<file path="config.mk">
export PLATFORM = sky130hd
export DESIGN_NAME = ges_ctrl
export DESIGN_NICKNAME = d
export VERILOG_FILES = /design/src/rtl/ges_pkg.sv /design/src/rtl/ges_ctrl.sv
export SDC_FILE = /design/constraint.sdc
export NUM_CORES = 1
export LEC_CHECK = 0
export ABC_CLOCK_PERIOD_IN_PS = 2600
export BUFFER_PORTS_ARGS = -buffer_cell sky130_fd_sc_hd__buf_2
export CAP_MARGIN = 15
export CORE_UTILIZATION = 32
export CTS_BUF_LIST = sky130_fd_sc_hd__clkbuf_8
export CTS_CLUSTER_DIAMETER = 60
export CTS_CLUSTER_SIZE = 40
export DETAILED_ROUTE_END_ITERATION = 10
export GPL_TIMING_DRIVEN = 1
export PLACE_DENSITY = 0.5
export REMOVE_ABC_BUFFERS = 1
export SLEW_MARGIN = 20
export SYNTH_ARGS = -nofsm -noshare
export SYNTH_HDL_FRONTEND = slang
export SYNTH_SLANG_ARGS = --single-unit
</file>
<file path="constraint.sdc">
create_clock -name i_clk -period 2.6 [get_ports i_clk]
set_input_delay 0.65 -clock i_clk [delete_from_list [all_inputs] [get_ports i_clk]]
set_output_delay 0.65 -clock i_clk [all_outputs]
set_load 0.02 [all_outputs]
</file>
<file path="src/rtl/ges_pkg.sv">
`timescale 1ns / 1ps
// ----------------------------------------------------------------------------
// Gaussian elimination solver package
// Shared command and status types and the codes used between the
// controller and the datapath.
// ----------------------------------------------------------------------------
package ges_pkg;

    // Fixed widths of the transaction fields.
    localparam int DATA_W  = 32;
    localparam int IDX_W   = 3;
    localparam int SIZE_W  = 4;
    // Largest number of results one solve may emit.
    localparam int RES_LIMIT = 8;

    // Memory select codes for reads and writes.
    localparam logic [1:0] MEM_NONE = 2'd0;
    localparam logic [1:0] MEM_A    = 2'd1;
    localparam logic [1:0] MEM_B    = 2'd2;
    localparam logic [1:0] MEM_X    = 2'd3;

    // Write data source codes.
    localparam logic [1:0] SRC_DIV = 2'd0;
    localparam logic [1:0] SRC_SUB = 2'd1;
    localparam logic [1:0] SRC_ACC = 2'd2;

    // Commands from the controller to the datapath.
    typedef struct packed {
        logic       load_en;
        logic [1:0] rd_mem;
        logic [1:0] wr_mem;
        logic [1:0] wr_src;
        logic       ld_p;
        logic       ld_f;
        logic       ld_t;
        logic       ld_acc;
        logic       acc_sub;
        logic       div_start;
        logic       out_ld;
        logic       out_sing;
        logic       out_final;
    } t_cmd;

    // Status from the datapath to the controller.
    typedef struct packed {
        logic rd_zero;
        logic div_done;
    } t_sts;

endpackage

</file>
<file path="src/rtl/ges_ctrl.sv">
`timescale 1ns / 1ps
// ----------------------------------------------------------------------------
// Gaussian elimination controller
// Sequences loads, forward elimination, back substitution and result
// delivery, issuing one datapath command per cycle.
// ----------------------------------------------------------------------------
module ges_ctrl #(
    parameter int MAX_N = 8,
    parameter int IW    = 3
) (
    input  logic                         i_clk,
    input  logic                         i_rst_n,
    input  logic [ges_pkg::SIZE_W-1:0]   i_size,
    input  logic                         i_valid,
    input  logic                         i_last,
    output logic                         o_ready,
    output logic                         o_valid,
    input  logic                         i_ready,
    output ges_pkg::t_cmd                o_cmd,
    output logic [IW-1:0]                o_row_addr,
    output logic [IW-1:0]                o_col_addr,
    input  ges_pkg::t_sts                i_sts
);

    localparam int CW    = $clog2(MAX_N + 1);
    localparam int LIMIT = (MAX_N < ges_pkg::RES_LIMIT) ? MAX_N : ges_pkg::RES_LIMIT;

    localparam logic [5:0] S_IDLE      = 6'd0;
    localparam logic [5:0] S_E_PIV_RD  = 6'd1;
    localparam logic [5:0] S_E_PIV_CHK = 6'd2;
    localparam logic [5:0] S_E_DB_RD   = 6'd3;
    localparam logic [5:0] S_E_DB_GO   = 6'd4;
    localparam logic [5:0] S_E_DB_WAIT = 6'd5;
    localparam logic [5:0] S_E_DA_RD   = 6'd6;
    localparam logic [5:0] S_E_DA_GO   = 6'd7;
    localparam logic [5:0] S_E_DA_WAIT = 6'd8;
    localparam logic [5:0] S_E_F_RD    = 6'd9;
    localparam logic [5:0] S_E_F_LD    = 6'd10;
    localparam logic [5:0] S_E_SB_RD   = 6'd11;
    localparam logic [5:0] S_E_SB_T    = 6'd12;
    localparam logic [5:0] S_E_SB_M1   = 6'd13;
    localparam logic [5:0] S_E_SB_M2   = 6'd14;
    localparam logic [5:0] S_E_SB_W    = 6'd15;
    localparam logic [5:0] S_E_SA_RD   = 6'd16;
    localparam logic [5:0] S_E_SA_T    = 6'd17;
    localparam logic [5:0] S_E_SA_M1   = 6'd18;
    localparam logic [5:0] S_E_SA_M2   = 6'd19;
    localparam logic [5:0] S_E_SA_W    = 6'd20;
    localparam logic [5:0] S_B_RD      = 6'd21;
    localparam logic [5:0] S_B_ACC     = 6'd22;
    localparam logic [5:0] S_B_A_RD    = 6'd23;
    localparam logic [5:0] S_B_T       = 6'd24;
    localparam logic [5:0] S_B_F       = 6'd25;
    localparam logic [5:0] S_B_M1      = 6'd26;
    localparam logic [5:0] S_B_M2      = 6'd27;
    localparam logic [5:0] S_B_SUB     = 6'd28;
    localparam logic [5:0] S_B_WR      = 6'd29;
    localparam logic [5:0] S_O_RD      = 6'd30;
    localparam logic [5:0] S_O_LD      = 6'd31;
    localparam logic [5:0] S_O_WAIT    = 6'd32;

    // Address source codes.
    localparam logic [1:0] A_I = 2'd0;
    localparam logic [1:0] A_J = 2'd1;
    localparam logic [1:0] A_K = 2'd2;

    logic [5:0]    r_state, n_state;
    logic [CW-1:0] r_i, n_i, r_j, n_j, r_k, n_k;
    logic          r_sing, n_sing;
    logic [CW-1:0] w_n;
    logic [CW-1:0] w_i1, w_j1, w_k1;
    logic [1:0]    w_rsrc, w_csrc;
    logic          w_accept;

    // Effective system size: zero acts as one, large values clamp.
    always_comb begin
        if (i_size == '0) begin
            w_n = CW'(1);
        end else if (32'(i_size) > LIMIT) begin
            w_n = CW'(LIMIT);
        end else begin
            w_n = CW'(i_size);
        end
    end

    assign w_i1     = r_i + CW'(1);
    assign w_j1     = r_j + CW'(1);
    assign w_k1     = r_k + CW'(1);
    assign w_accept = i_valid && o_ready;
    assign o_ready  = (r_state == S_IDLE);
    assign o_valid  = (r_state == S_O_WAIT);

    // State and loop counters.
    always_ff @(posedge i_clk) begin
        if (!i_rst_n) begin
            r_state <= S_IDLE;
            r_i     <= '0;
            r_j     <= '0;
            r_k     <= '0;
            r_sing  <= 1'b0;
        end else begin
            r_state <= n_state;
            r_i     <= n_i;
            r_j     <= n_j;
            r_k     <= n_k;
            r_sing  <= n_sing;
        end
    end

    // Next state and command decode.
    always_comb begin
        n_state = r_state;
        n_i     = r_i;
        n_j     = r_j;
        n_k     = r_k;
        n_sing  = r_sing;
        o_cmd   = '0;
        o_cmd.rd_mem    = ges_pkg::MEM_NONE;
        o_cmd.wr_mem    = ges_pkg::MEM_NONE;
        o_cmd.wr_src    = ges_pkg::SRC_DIV;
        o_cmd.out_sing  = r_sing;
        o_cmd.out_final = (w_i1 == w_n);
        w_rsrc  = A_I;
        w_csrc  = A_I;
        case (r_state)
            S_IDLE: begin
                o_cmd.load_en = w_accept;
                if (w_accept && i_last) begin
                    n_sing  = 1'b0;
                    n_i     = '0;
                    n_state = S_E_PIV_RD;
                end
            end
            // Pivot fetch and zero check.
            S_E_PIV_RD: begin
                o_cmd.rd_mem = ges_pkg::MEM_A;
                n_state      = S_E_PIV_CHK;
            end
            S_E_PIV_CHK: begin
                o_cmd.ld_p = 1'b1;
                if (i_sts.rd_zero) begin
                    n_sing  = 1'b1;
                    n_i     = '0;
                    n_state = S_O_RD;
                end else begin
                    n_state = S_E_DB_RD;
                end
            end
            // Normalize the right-hand side of the pivot row.
            S_E_DB_RD: begin
                o_cmd.rd_mem = ges_pkg::MEM_B;
                n_state      = S_E_DB_GO;
            end
            S_E_DB_GO: begin
                o_cmd.div_start = 1'b1;
                n_state         = S_E_DB_WAIT;
            end
            S_E_DB_WAIT: begin
                if (i_sts.div_done) begin
                    o_cmd.wr_mem = ges_pkg::MEM_B;
                    o_cmd.wr_src = ges_pkg::SRC_DIV;
                    n_j          = r_i;
                    n_state      = S_E_DA_RD;
                end
            end
            // Normalize the pivot row coefficients.
            S_E_DA_RD: begin
                o_cmd.rd_mem = ges_pkg::MEM_A;
                w_csrc       = A_J;
                n_state      = S_E_DA_GO;
            end
            S_E_DA_GO: begin
                o_cmd.div_start = 1'b1;
                n_state         = S_E_DA_WAIT;
            end
            S_E_DA_WAIT: begin
                w_csrc = A_J;
                if (i_sts.div_done) begin
                    o_cmd.wr_mem = ges_pkg::MEM_A;
                    o_cmd.wr_src = ges_pkg::SRC_DIV;
                    if (w_j1 == w_n) begin
                        n_k = w_i1;
                        if (w_i1 == w_n) begin
                            n_i     = w_n - CW'(1);
                            n_state = S_B_RD;
                        end else begin
                            n_state = S_E_F_RD;
                        end
                    end else begin
                        n_j     = w_j1;
                        n_state = S_E_DA_RD;
                    end
                end
            end
            // Fetch the elimination factor of row k.
            S_E_F_RD: begin
                o_cmd.rd_mem = ges_pkg::MEM_A;
                w_rsrc       = A_K;
                n_state      = S_E_F_LD;
            end
            S_E_F_LD: begin
                o_cmd.ld_f = 1'b1;
                n_state    = S_E_SB_RD;
            end
            // Update the right-hand side of row k.
            S_E_SB_RD: begin
                o_cmd.rd_mem = ges_pkg::MEM_B;
                n_state      = S_E_SB_T;
            end
            S_E_SB_T: begin
                o_cmd.ld_t = 1'b1;
                n_state    = S_E_SB_M1;
            end
            S_E_SB_M1: begin
                n_state = S_E_SB_M2;
            end
            S_E_SB_M2: begin
                o_cmd.rd_mem = ges_pkg::MEM_B;
                w_rsrc       = A_K;
                n_state      = S_E_SB_W;
            end
            S_E_SB_W: begin
                o_cmd.wr_mem = ges_pkg::MEM_B;
                o_cmd.wr_src = ges_pkg::SRC_SUB;
                w_rsrc       = A_K;
                n_j          = r_i;
                n_state      = S_E_SA_RD;
            end
            // Update the coefficients of row k.
            S_E_SA_RD: begin
                o_cmd.rd_mem = ges_pkg::MEM_A;
                w_csrc       = A_J;
                n_state      = S_E_SA_T;
            end
            S_E_SA_T: begin
                o_cmd.ld_t = 1'b1;
                n_state    = S_E_SA_M1;
            end
            S_E_SA_M1: begin
                n_state = S_E_SA_M2;
            end
            S_E_SA_M2: begin
                o_cmd.rd_mem = ges_pkg::MEM_A;
                w_rsrc       = A_K;
                w_csrc       = A_J;
                n_state      = S_E_SA_W;
            end
            S_E_SA_W: begin
                o_cmd.wr_mem = ges_pkg::MEM_A;
                o_cmd.wr_src = ges_pkg::SRC_SUB;
                w_rsrc       = A_K;
                w_csrc       = A_J;
                if (w_j1 == w_n) begin
                    if (w_k1 == w_n) begin
                        n_i     = w_i1;
                        n_state = S_E_PIV_RD;
                    end else begin
                        n_k     = w_k1;
                        n_state = S_E_F_RD;
                    end
                end else begin
                    n_j     = w_j1;
                    n_state = S_E_SA_RD;
                end
            end
            // Back substitution, bottom row first.
            S_B_RD: begin
                o_cmd.rd_mem = ges_pkg::MEM_B;
                n_state      = S_B_ACC;
            end
            S_B_ACC: begin
                o_cmd.ld_acc = 1'b1;
                n_j          = w_i1;
                n_state      = (w_i1 == w_n) ? S_B_WR : S_B_A_RD;
            end
            S_B_A_RD: begin
                o_cmd.rd_mem = ges_pkg::MEM_A;
                w_csrc       = A_J;
                n_state      = S_B_T;
            end
            S_B_T: begin
                o_cmd.ld_t   = 1'b1;
                o_cmd.rd_mem = ges_pkg::MEM_X;
                w_rsrc       = A_J;
                n_state      = S_B_F;
            end
            S_B_F: begin
                o_cmd.ld_f = 1'b1;
                n_state    = S_B_M1;
            end
            S_B_M1: begin
                n_state = S_B_M2;
            end
            S_B_M2: begin
                n_state = S_B_SUB;
            end
            S_B_SUB: begin
                o_cmd.acc_sub = 1'b1;
                n_j           = w_j1;
                n_state       = (w_j1 == w_n) ? S_B_WR : S_B_A_RD;
            end
            S_B_WR: begin
                o_cmd.wr_mem = ges_pkg::MEM_X;
                o_cmd.wr_src = ges_pkg::SRC_ACC;
                if (r_i == '0) begin
                    n_state = S_O_RD;
                end else begin
                    n_i     = r_i - CW'(1);
                    n_state = S_B_RD;
                end
            end
            // Result delivery, one unknown per transaction.
            S_O_RD: begin
                o_cmd.rd_mem = ges_pkg::MEM_X;
                n_state      = S_O_LD;
            end
            S_O_LD: begin
                o_cmd.out_ld = 1'b1;
                n_state      = S_O_WAIT;
            end
            S_O_WAIT: begin
                if (i_ready) begin
                    if (w_i1 == w_n) begin
                        n_state = S_IDLE;
                    end else begin
                        n_i     = w_i1;
                        n_state = S_O_RD;
                    end
                end
            end
            default: begin
                n_state = S_IDLE;
            end
        endcase
    end

    // Address selection from the loop counters.
    always_comb begin
        case (w_rsrc)
            A_I:     o_row_addr = r_i[IW-1:0];
            A_J:     o_row_addr = r_j[IW-1:0];
            A_K:     o_row_addr = r_k[IW-1:0];
            default: o_row_addr = r_i[IW-1:0];
        endcase
        case (w_csrc)
            A_I:     o_col_addr = r_i[IW-1:0];
            A_J:     o_col_addr = r_j[IW-1:0];
            default: o_col_addr = r_i[IW-1:0];
        endcase
    end

endmodule

</file>
# Word-level counts from Yosys, hierarchy flattened
# Index checks and enable logic that the tools add are counted.
[classes]
n_addsub = 5
n_lt_le_gt_ge = 1
n_eq_ne = 50
n_mux = 55
n_reduce_logical = 22
[op_table]
columns = ["cell", "n"]
rows = [
  ["6-bit one-hot mux with 33 select lines", 1],
  ["6-bit by 5-bit == test with 1-bit output, second input constant", 16],
  ["4-bit 2-to-1 mux", 24],
  ["6-bit by 4-bit == test with 1-bit output, second input constant", 8],
  ["4-bit one-hot mux with 6 select lines", 2],
  ["5-bit 2-to-1 mux", 5],
  ["6-bit by 3-bit == test with 1-bit output, second input constant", 4],
  ["6-bit 2-to-1 mux", 4],
  ["2-bit != test, second input constant", 10],
  ["4-bit one-hot mux with 5 select lines", 1],
  ["4-bit by 1-bit adder with 4-bit output, second input constant", 3],
  ["4-bit == test", 3],
  ["6-bit by 2-bit == test with 1-bit output, second input constant", 2],
  ["6-bit nonzero test", 2],
  ["6-bit OR reduction", 2],
  ["1-bit 2-to-1 mux", 11],
  ["11-bit AND reduction", 1],
  ["4-bit logical NOT", 2],
  ["4-bit one-hot mux with 2 select lines", 1],
  ["4-bit by 1-bit subtractor with 4-bit output, second input constant", 2],
  ["6-bit by 1-bit == test with 1-bit output, second input constant", 1],
  ["6-bit == test, second input constant", 1],
  ["6-bit logical NOT", 1],
  ["3-bit 2-to-1 mux", 2],
  ["other kinds (17)", 24],
]
[word_totals]
register_bits = 19
output_inout_bits = 24
word_cells = 138

# Logic depth before layout (Yosys ltp)
[logic_depth]
word_depth = 8
depth_mapped = 10

# Worst setup path after synthesis
# Ideal clock, no wire load.
[synth_timing]
path_kind = "flip-flop to output port"
startpoint = "register r_state[3]"
endpoint = "output o_row_addr[2]"
arrival_ps = 2236
slack_ps = -286
path_stages_with_launch = 9
n_path_buf = 3
path_cell_list = "dfxtp_1 buf_2 clkbuf_1 clkbuf_1 a22o_1 nand3_1 a21oi_1 ha_1 o21ai_0"
[synth_between]
elab_chain_len = 5
word_cells_on_any_way = 11
[synth_lines]
columns = ["item", "line_no", "source"]
rows = [
  ["from (decl)", "ges_ctrl.sv:67", "logic [5:0] r_state, n_state;"],
  ["from (signal assigned)", "ges_ctrl.sv:102", "r_state <= n_state;"],
  ["6-bit by 5-bit == test with 1-bit output / 6-bit by 4-bit == test with 1-bit output (equally long branches)", "ges_ctrl.sv:125", "case (r_state)"],
  ["5-bit OR reduction (no source line)", "n/a", ""],
  ["2-bit one-hot mux with 2 select lines (*)", "ges_ctrl.sv:125", ""],
  ["2-bit == test / 2-bit by 1-bit == test with 1-bit output (equally long branches)", "ges_ctrl.sv:339", "case (w_rsrc)"],
  ["3-bit one-hot mux with 2 select lines (*)", "ges_ctrl.sv:339", ""],
  ["to (decl)", "ges_ctrl.sv:20", "output logic [IW-1:0] o_row_addr,"],
]
# Mark *: on every way between the ends. The rest lies on a longest branch, timed or not.

# Worst setup path in the final report
[layout_timing]
startpoint = "register r_state[1]"
endpoint = "output o_row_addr[1]"
# Same word-level chain as after synthesis.

==> impl_metrics.csv <==
group,metric,value,unit
outcome,outcome,"complete, but fails checks",
outcome,violations,"negative setup slack",
logic_synthesis,async_flop_share,0,
clock_network,cts.root.buffer_cell,"clkbuf_8",
place,place_inst,522,
hold_path,hp-class,"flip-flop to flip-flop",
floorplanning,pin_count,35,
finish,antennaDiodeCount,0,
worst_setup_path,crit_path_max_fanout,5,
worst_setup_path,timing.rr.start,"r_state[0]",
global_routing,track_usage,0.220,
drt,ant_nets,0,
floorplanning,rows,31,
clock_network,clock_path_buffers,2,
logic_synthesis,yosys.area.top_type,"dfxtp_1",
drt,drcViolationCount,0,
floorplanning,die_y,90.4,um
clock_network,cts_buffers,3,
sta,fmax,0.375,GHz
worst_setup_path,critPathKind,"flip-flop to output pin",
sta,setup_viol,7,
sta,fin_setup_tns,-0.197,ns
clock_network,clock_sinks,19,
finish,nets,455,
hold_path,hold_path_depth,2,
place,gp_congestion,0.905,
floorplanning,die_x,90.4,um
clock_network,cts_hold_buffers,0,
logic_synthesis,synth_area_leaders,"dfxtp_1, nor2_1, nand2_1",
logic_synthesis,yosysWarningCount,0,
logic_synthesis,synth-seq-cells,19,
sta,period_needed,2.66,ns
global_routing,antenna_found_initial,0,
worst_setup_path,max_stage_delay,0.38,ns
hold_path,holdCritStartpoint,"r_sing",
worst_setup_path,start_kind,"flip-flop",
drt,vias_per_cell,5.74,
logic_synthesis,synth_cell_type_count,66,
finish,syn2layout_area_growth,36.2,%
power_and_ir_drop,powerDensity,252,nW/um^2
drt,initialDrtViolationCount,274,
drt,avgRoutedWirePerCell,17.1,um
logic_synthesis,synth_edf_count,0,
floorplanning,start_util,0.338,
clock_network,cts_tree,"done",
global_routing,grt_max_degree,16,
logic_synthesis,synth_cells,368,
place,dp_hpwl,6810,um
worst_setup_path,reg2reg_slack,0.11,ns
logic_synthesis,yosysSeqAreaShare,0.152,
sta,whs,0.504,ns
logic_synthesis,syn_area,2500,um^2
flow_run,maxCapViolCount,0,
power_and_ir_drop,vdd_ir_drop_max,179,uV
floorplanning,fp.coreArea,7410,um^2
logic_synthesis,synth_ff_type,"dfxtp_1",
global_routing,grt_pass1_vias,2843,
sta,rsz0062_at_grt,"true",
worst_setup_path,crit_arrival,2.01,ns
sta,final.period_utilization,1.02,
global_routing,overflow,0,
sta,worst_slack,-0.0639,ns
worst_setup_path,crit_path_end_kind,"output pin",
global_routing,grt_pass1_wl,14600,um
hold_path,hold_end,"r_sing",
floorplanning,dieArea,8180,um^2
clock_network,cts.reportedPaths.clkPinSlew,0.08,ns
drt,dr.pass1.iters,5,
clock_network,htreeDepth,1,
drt,vias,3070,
sta,clock_skew,0.00226,ns
sta,worst_pin_slew,0.528,ns
logic_synthesis,synth_area_per_cell,6.80,um^2
drt,wl,9130,um
logic_synthesis,synth_top_area_frac,0.152,
power_and_ir_drop,p_leak,1.43,nW
finish,instances_no_fill,535,
worst_setup_path,worstPathRequired,1.95,ns
worst_setup_path,worstRegToRegCells,11,
sta,slew_viol_final,0,
power_and_ir_drop,power,0.000858,W
worst_setup_path,path_delay_family,"compound AO/OA/AOI/OAI gates",
finish,drive_gt1_frac,0.349,
worst_setup_path,cp_slowest_cell,"dfxtp_4",
worst_setup_path,r2r-end,"r_i[2]",
worst_setup_path,crit_chain,"buf_6 -> nor2_4 -> a22o_1 -> nand3_1 -> a21oi_1 -> buf_4 -> inv_2 -> ha_4 -> a221oi_2 -> a21oi_1 -> buf_4",
place,portBuffers,34,
sta,hold_viol_final,0,
worst_setup_path,crit_buf_inv,4,
clock_network,clk-insertion-delay-late,0.26,ns
sta,slew_headroom,0.648,
-- through the flow --
stage / setup slack (ns) / area, um^2 / utilization
4_1_cts: -0.0701 / 3300 / 0.446
2_1_floorplan: -0.302 / 2380 / -
3_3_place_gp: 0.0186 / 3040 / 0.410
3_5_place_dp: 0.0329 / 3040 / 0.410
6_report: -0.0639 / 3410 / 0.460
5_1_grt: -0.206 / 3410 / 0.460
-- state kept, by name, indices dropped and copies added, names as in the netlist --
| name | count |
|---|---|
| r_state | 6 |
| r_i | 4 |
| r_j | 4 |
| r_k | 4 |
| r_sing | 1 |
-- how the worst max path moves through the flow --
stage	from	to	slack, ns	depth (start not counted)
4_1_cts	r_state[4]	o_row_addr[1]	-0.07	11
3_5_place_dp	i_size[1]	r_k[2]	0.03	8
6_report	r_state[1]	o_row_addr[1]	-0.06	11
5_1_grt	r_state[1]	o_row_addr[0]	-0.21	11
3_3_place_gp	r_state[4]	o_row_addr[0]	0.02	10
2_1_floorplan	r_state[4]	o_row_addr[2]	-0.30	6
-- cells by family after synthesis --
kind of cell,count (synthesis),share of synthesized area
adders and majority gates,7,0.0350
xor gates and xnor gates,18,0.0630
DFF,19,0.152
buffers and inverters,44,0.0740
and+or+nand+nor,165,0.333
muxes,12,0.0495
AOI/OAI and AO/OA,103,0.293
-- metal layers --
layer / vias up / wire, um / GRT usage / part of all wire
met3: 16 / 637 / 0.0362 / 0.070
li1: 1477 / - / - / -
met1: 1457 / 4390 / 0.322 / 0.48
met5: - / 0 / 0 / 0
met2: 120 / 3980 / 0.338 / 0.44
met4: 0 / 110 / 0.0417 / 0.012
-- what timing repair did --
action	CTS	global route
gates resized for setup	47	27
pin swaps	9	7
setup endpoints to repair	9	19
setup buffers	6	3
-- cells in the final DEF, fill, tap and decap left out, types with 11 or more instances in the layout --
cell type   n
xnor2_1    13
a21oi_1    22
nand2_1    36
nor2_1     35
inv_1      12
o21ai_0    22
dfxtp_1    11
nor3_1     14
buf_2      27
buf_4      56
-- worst register-to-register path, delay by kind of cell, from the launching register on --
| kind | cells | cell delay (ns) |
|---|---|---|
| AO/OA/AOI/OAI | 3 | 0.53 |
| buffers and inverters | 3 | 0.45 |
| AND/OR/NAND/NOR | 3 | 0.63 |
| flip-flops | 1 | 0.35 |
| adder cells (fa/ha/maj) | 1 | 0.25 |
| XOR/XNOR | 1 | 0.17 |
-- synth_stat cells (9+ instances only) --
master    number
o21ai_0       23
dfxtp_1       19
nand2_1       38
clkbuf_1      17
nand3_1       10
nand2b_1       9
nor3_1        16
a21oi_1       22
nor2_1        42
mux2i_1        9
inv_1         15
nor2b_1       10
xnor2_1       13
-- layout make-up --
cell class	instances	area (um^2)
clock inverters	1	3.75
well taps	99	124
repair buffers	91	649
inverters	17	63.8
clock buffers	3	41.3
fillers	773	4000
flip-flops and latches	19	400
multi-input cells	305	2120
-- power breakdown --
part	total (W)	internal (W)	switching [W]	leakage (nW)
registers	0.000301	0.000293	0.00000723	0.158
logic	0.000333	0.000145	0.000188	1.25
clock network	0.000224	0.000106	0.000119	0.0269
total	0.000858	0.000544	0.000314	1.43
No activity file was read; power rests on OpenSTA's default activity.
